### config.mk
export PLATFORM = sky130hd
export DESIGN_NAME = rph_div
export DESIGN_NICKNAME = d
export VERILOG_FILES = /design/src/rph_pkg.sv /design/src/rph_div.sv
export SDC_FILE = /design/constraint.sdc
export NUM_CORES = 1
export LEC_CHECK = 0
export BUFFER_PORTS_ARGS = -buffer_cell sky130_fd_sc_hd__buf_4
export CAP_MARGIN = 10
export CELL_PAD_IN_SITES_DETAIL_PLACEMENT = 1
export CELL_PAD_IN_SITES_GLOBAL_PLACEMENT = 1
export CORE_MARGIN = 2
export CORE_UTILIZATION = 50
export CTS_CLUSTER_SIZE = 8
export DETAILED_ROUTE_END_ITERATION = 7
export PLACE_DENSITY = 0.82
export SKIP_CTS_REPAIR_TIMING = 1
export SYNTH_ARGS = -nofsm -noshare
export SYNTH_HDL_FRONTEND = slang
export SYNTH_SLANG_ARGS = --single-unit
### constraint.sdc
create_clock -name clk -period 6.1 [get_ports clk]
set_input_delay 0.305 -clock clk [delete_from_list [all_inputs] [get_ports clk]]
set_output_delay 0.305 -clock clk [all_outputs]
set_load 0.01 [all_outputs]
### src/rph_pkg.sv
// Shared types and constants for the radial position histogram.
// Used by rph_div, radial_position_histogram and its testbench; no dependencies.
package rph_pkg;

	localparam int POS_W     = 32;
	localparam int WIDTH_W   = 32;
	localparam int BCNT_W    = 9;
	localparam int RIDX_W    = 8;
	localparam int OUT_IDX_W = 8;
	localparam int OUT_CNT_W = 32;
	localparam int CFG_IDX_W = 1;

	localparam logic [CFG_IDX_W-1:0] CFG_BIN_WIDTH = 1'b0;
	localparam logic [CFG_IDX_W-1:0] CFG_BIN_COUNT = 1'b1;

	typedef enum logic [1:0] {
		OP_ACC   = 2'd0,
		OP_READ  = 2'd1,
		OP_RDCLR = 2'd2,
		OP_NONE  = 2'd3
	} op_t;

	typedef enum logic [5:0] {
		ST_CLEAR = 6'b000001,
		ST_IDLE  = 6'b000010,
		ST_DIV   = 6'b000100,
		ST_READ  = 6'b001000,
		ST_MOD   = 6'b010000,
		ST_EMIT  = 6'b100000
	} state_t;

	typedef enum logic [3:0] {
		D_IDLE = 4'b0001,
		D_MUL  = 4'b0010,
		D_CMP  = 4'b0100,
		D_STEP = 4'b1000
	} div_state_t;

	typedef struct packed {
		logic done;
		logic hit;
	} div_stat_t;

endpackage

### src/rph_div.sv
// Range check and bin index search: magnitude against width*limit, then a
// restoring quotient of one bit per cycle. Depends on rph_pkg.
module rph_div #(
	parameter int IDX_W = 8
) (
	input  logic                         clk,
	input  logic                         arst_n,
	input  logic                         start,
	input  logic [rph_pkg::POS_W-1:0]    mag,
	input  logic [rph_pkg::WIDTH_W-1:0]  width,
	input  logic [IDX_W:0]               lim,
	output rph_pkg::div_stat_t           stat,
	output logic [IDX_W-1:0]             quot
);

	localparam int LIM_W  = IDX_W + 1;
	localparam int PROD_W = rph_pkg::WIDTH_W + LIM_W;
	localparam int DSH_W  = rph_pkg::WIDTH_W + IDX_W;
	localparam int STEP_W = (IDX_W > 1) ? $clog2(IDX_W) : 1;

	rph_pkg::div_state_t st_q;
	logic                          done_q;
	logic                          hit_q;
	logic [rph_pkg::POS_W-1:0]     rem_q;
	logic [rph_pkg::WIDTH_W-1:0]   width_q;
	logic [LIM_W-1:0]              lim_q;
	logic [PROD_W-1:0]             prod_q;
	logic [DSH_W-1:0]              dsh_q;
	logic [STEP_W-1:0]             step_q;
	logic [IDX_W-1:0]              quot_q;
	logic                          in_rng;
	logic                          ge;

	assign in_rng = PROD_W'(rem_q) < prod_q;
	assign ge     = DSH_W'(rem_q) >= dsh_q;

	always_ff @(posedge clk or negedge arst_n) begin
		if (!arst_n) begin
			st_q   <= rph_pkg::D_IDLE;
			done_q <= 1'b0;
			hit_q  <= 1'b0;
		end else begin
			done_q <= 1'b0;
			case (st_q)
				rph_pkg::D_IDLE: begin
					if (start) st_q <= rph_pkg::D_MUL;
				end
				rph_pkg::D_MUL: begin
					st_q <= rph_pkg::D_CMP;
				end
				rph_pkg::D_CMP: begin
					if (in_rng) begin
						st_q <= rph_pkg::D_STEP;
					end else begin
						st_q   <= rph_pkg::D_IDLE;
						done_q <= 1'b1;
						hit_q  <= 1'b0;
					end
				end
				rph_pkg::D_STEP: begin
					if (step_q == STEP_W'(IDX_W - 1)) begin
						st_q   <= rph_pkg::D_IDLE;
						done_q <= 1'b1;
						hit_q  <= 1'b1;
					end
				end
				default: begin
					st_q <= rph_pkg::D_IDLE;
				end
			endcase
		end
	end

	always_ff @(posedge clk) begin
		case (st_q)
			rph_pkg::D_IDLE: begin
				if (start) begin
					rem_q   <= mag;
					width_q <= width;
					lim_q   <= lim;
				end
			end
			rph_pkg::D_MUL: begin
				prod_q <= width_q * lim_q;
			end
			rph_pkg::D_CMP: begin
				// quotient is known to fit IDX_W bits once in range
				dsh_q  <= DSH_W'(width_q) << (IDX_W - 1);
				step_q <= '0;
				quot_q <= '0;
			end
			rph_pkg::D_STEP: begin
				if (ge) rem_q <= rem_q - dsh_q[rph_pkg::POS_W-1:0];
				quot_q <= IDX_W'({quot_q, ge});
				dsh_q  <= dsh_q >> 1;
				step_q <= step_q + 1'b1;
			end
			default: begin
			end
		endcase
	end

	assign stat.done = done_q;
	assign stat.hit  = hit_q;
	assign quot      = quot_q;

endmodule

==> summary.txt <==
STA
  – Fin Setup TNS: 0 ns
  – Slew HR: 47.9%
  – Period minus WS final: 5.77 ns
  – Min Hold Slack: 0.0171 ns
  – Fin. max-slew vios: 0
  – Final setup margin: 0.331 ns
  – Hold Vio Cnt, Final: 0
  – Period utilisation layout: 94.6%
  – Least-Margin Pin Slew: 0.782 ns
  – Setup violators final: 0
  – F_max: 0.173 GHz
  – Clock Skew: 0.0179 ns
  – RSZ-0062 raised after global routing: false

Global routing
  – Grt ovf: 0
  – Initial antenna violation count: 2
  – GRT Util Overall: 26.1%
  – Pin count of the biggest net entering global routing: 77
  – First-pass GRT wire length: 74.4 mm
  – Number of global-route vias before repair: 14100

Yosys
  – Area contributors post-synth: edfxtp_1, fa_1, ha_1, inv_1, and2_1
  – Gate count after technology mapping: 1826
  – Post-synthesis sequential area ratio: 28.7%
  – Number of synthesized register bits: 170
  – Most frequent cells after synthesis: inv_1, nand2_1, fa_1
  – Synth warnings: 0
  – Synth Flop Type: edfxtp_1
  – Synth cell types: 68
  – Count leader, synth: inv_1
  – Synthesized area per cell: 9.69 um2
  – Area fraction of the dominant cell type after synthesis: 27.8%
  – Asr flop ratio synth: 3.53%
  – Synth Net Count: 2240
  – Top cell type by total area after synthesis: edfxtp_1
  – EDFF count, synth: 164
  – Mapped Area: 17700 um2

Critical path
  – FF-to-FF Start: lim_q[0]
  – CP max stage cell: edfxtp_1
  – Critical setup path kind: flip-flop to flip-flop
  – Crit. Startpoint: lim_q[0]
  – WP buf/inv: 4
  – Critical Path End Type: flip-flop
  – Delay-heaviest family, CP: adder cells
  – Arrival @ worst endpoint: 5.97 ns
  – Slowest cell delay on critical path: 0.86 ns
  – Critical Path, Cell by Cell: buf_4 > nand2_1 > fa_1 > inv_1 > fa_1 > fa_1 > inv_1 > fa_1 > inv_1 > ha_1 > a21o_1 > a21o_1 > a21oi_1 > o21a_1 > o21ai_0 > a21oi_1 > o41ai_2 > a221oi_1 > xnor2_1
  – Crit-path most repeated cell: fa_1
  – Critical Path RT: 6.31 ns
  – Crit Path Max Fanout: 20
  – CP Launch Type: flip-flop

Routing
  – Routed vias/inst: 5.52
  – 1st-pass router iterations: 5
  – Initial DRC Count: 772
  – DR DRC count: 0
  – Remaining antenna violation count: 0
  – Routed WL: 46.2 mm
  – DR vias: 12800
  – WL per Instance: 19.9 um

Die
  – FP Rows: 68
  – Io pins: 86
  – Die width: 192 um
  – Die ar.: 36900 um2
  – Chip height: 192 um
  – Initial Utilization: 51.0%
  – Core Area: 34700 um2

Layout
  – # fillers: 3897
  – Area Overhead vs Synth: 9.32%
  – Share of cells above drive strength 1: 9.08%
  – Final cell count without fillers: 2327
  – Nets: 2273
  – N_diodes: 0

Flow run
  – Max-cap violation count: 0

CTS
  – CTS tree: yes
  – CTS HTree Levels: 4
  – Clk slew on worst S/H paths: 0.08 ns
  – Clk sink count: 170
  – Cts bufs inserted: 17
  – Clk root buf: clkbuf_16
  – Clock latency on the worst-skew pair: 0.46 ns
  – CTS Buffer Depth: 2

Run status
  – Status: completed

Placed design
  – Port Buf Inserts: 85
  – Dpl cells: 2294
  – Final HPWL DP: 36.8 mm
  – Worst Setup Slack post-DPL: 0.376 ns
  – Placer Congestion: 0.840

Hold path
  – Hold Path Class: input port to flip-flop
  – HP Start: width[2]
kinds of logic after synthesis:
| kind of cell | Yosys count | synth area share [%] |
|---|---|---|
| buf+inv | 408 | 8.71 |
| xor+xnor | 62 | 3.07 |
| mux | 2 | 0.120 |
| flops | 170 | 28.7 |
| simple gates | 556 | 15.6 |
| compound gates | 290 | 10.9 |
| fa+ha+maj | 338 | 32.9 |
through the flow:
step                      utilization [%]  cell area (um2)
final                                55.7            19300
after detailed placement             53.9            18700
after global placement               53.9            18700
after floorplan                         -            17700
after CTS                            55.7            19300
after global routing                 55.7            19300
routing by layer:
layer  global-route usage (%)  up-vias  share of wire, %
li1                         -     5927                 -
met4                     4.79        2               1.0
met3                     4.22       40               4.6
met5                        0        -             0.028
met2                     43.0      330                47
met1                     36.9     6542                47
cell usage in the layout (no fill, tap or decap), types with 5 or more instances in the layout:
master,count
inv_1,316
nand2_1,239
fa_1,212
and2_1,186
edfxtp_1,164
ha_1,126
buf_4,105
o21ai_0,82
a21oi_1,72
nor2_1,46
a21o_1,44
xnor2_1,40
xor2_1,22
nand3_1,17
clkbuf_16,17
o21a_1,12
nand4_1,12
nor2b_1,10
nor3_1,9
nand2b_1,9
a31oi_1,8
o21ai_1,7
o21bai_1,7
and3_1,7
and4_1,6
clkinv_8,6
dfrtp_1,5
final timing paths:
path,endpoint,slack [ns],cells past startpoint
max in group asynchronous,st_q[0],5.71,2
setup / recovery,prod_q[38],0.33,19
setup reg to reg,prod_q[38],0.33,19
hold reg to reg,dsh_q[33],0.55,2
hold / removal,width_q[2],0.02,1
min in group asynchronous,hit_q,0.19,2
registers in the layout, indices dropped and copies added, names as in the netlist:
register,cells
quot,8
rem_q,32
dsh_q,39
done_q,1
lim_q,9
hit_q,1
step_q,3
st_q,4
prod_q,41
width_q,32
area by class of cell:
type                    instances  area [um2]  share of cell area (%)
clock inverters                15         191                   0.990
multi-input cells            1248       11100                    57.4
well taps                     455         569                    2.94
clock buffers                  17         425                    2.20
flip-flops and latches        170        5080                    26.2
repair buffers                106         798                    4.13
inverters                     316        1190                    6.13
worst register-to-register path, stage by stage (launching register included):
cell and delay [ns]:
edfxtp_1 0.86, buf_4 0.33, nand2_1 0.11, fa_1 0.53, inv_1 0.07, fa_1 0.47, fa_1 0.50, inv_1 0.06
fa_1 0.53, inv_1 0.04, ha_1 0.35, a21o_1 0.24, a21o_1 0.20, a21oi_1 0.20, o21a_1 0.13, o21ai_0 0.07
a21oi_1 0.20, o41ai_2 0.14, a221oi_1 0.35, xnor2_1 0.12
Power is left out: the tool's default activity adds up to more than one toggle a clock period on the data nets, which glitch-free logic cannot reach.
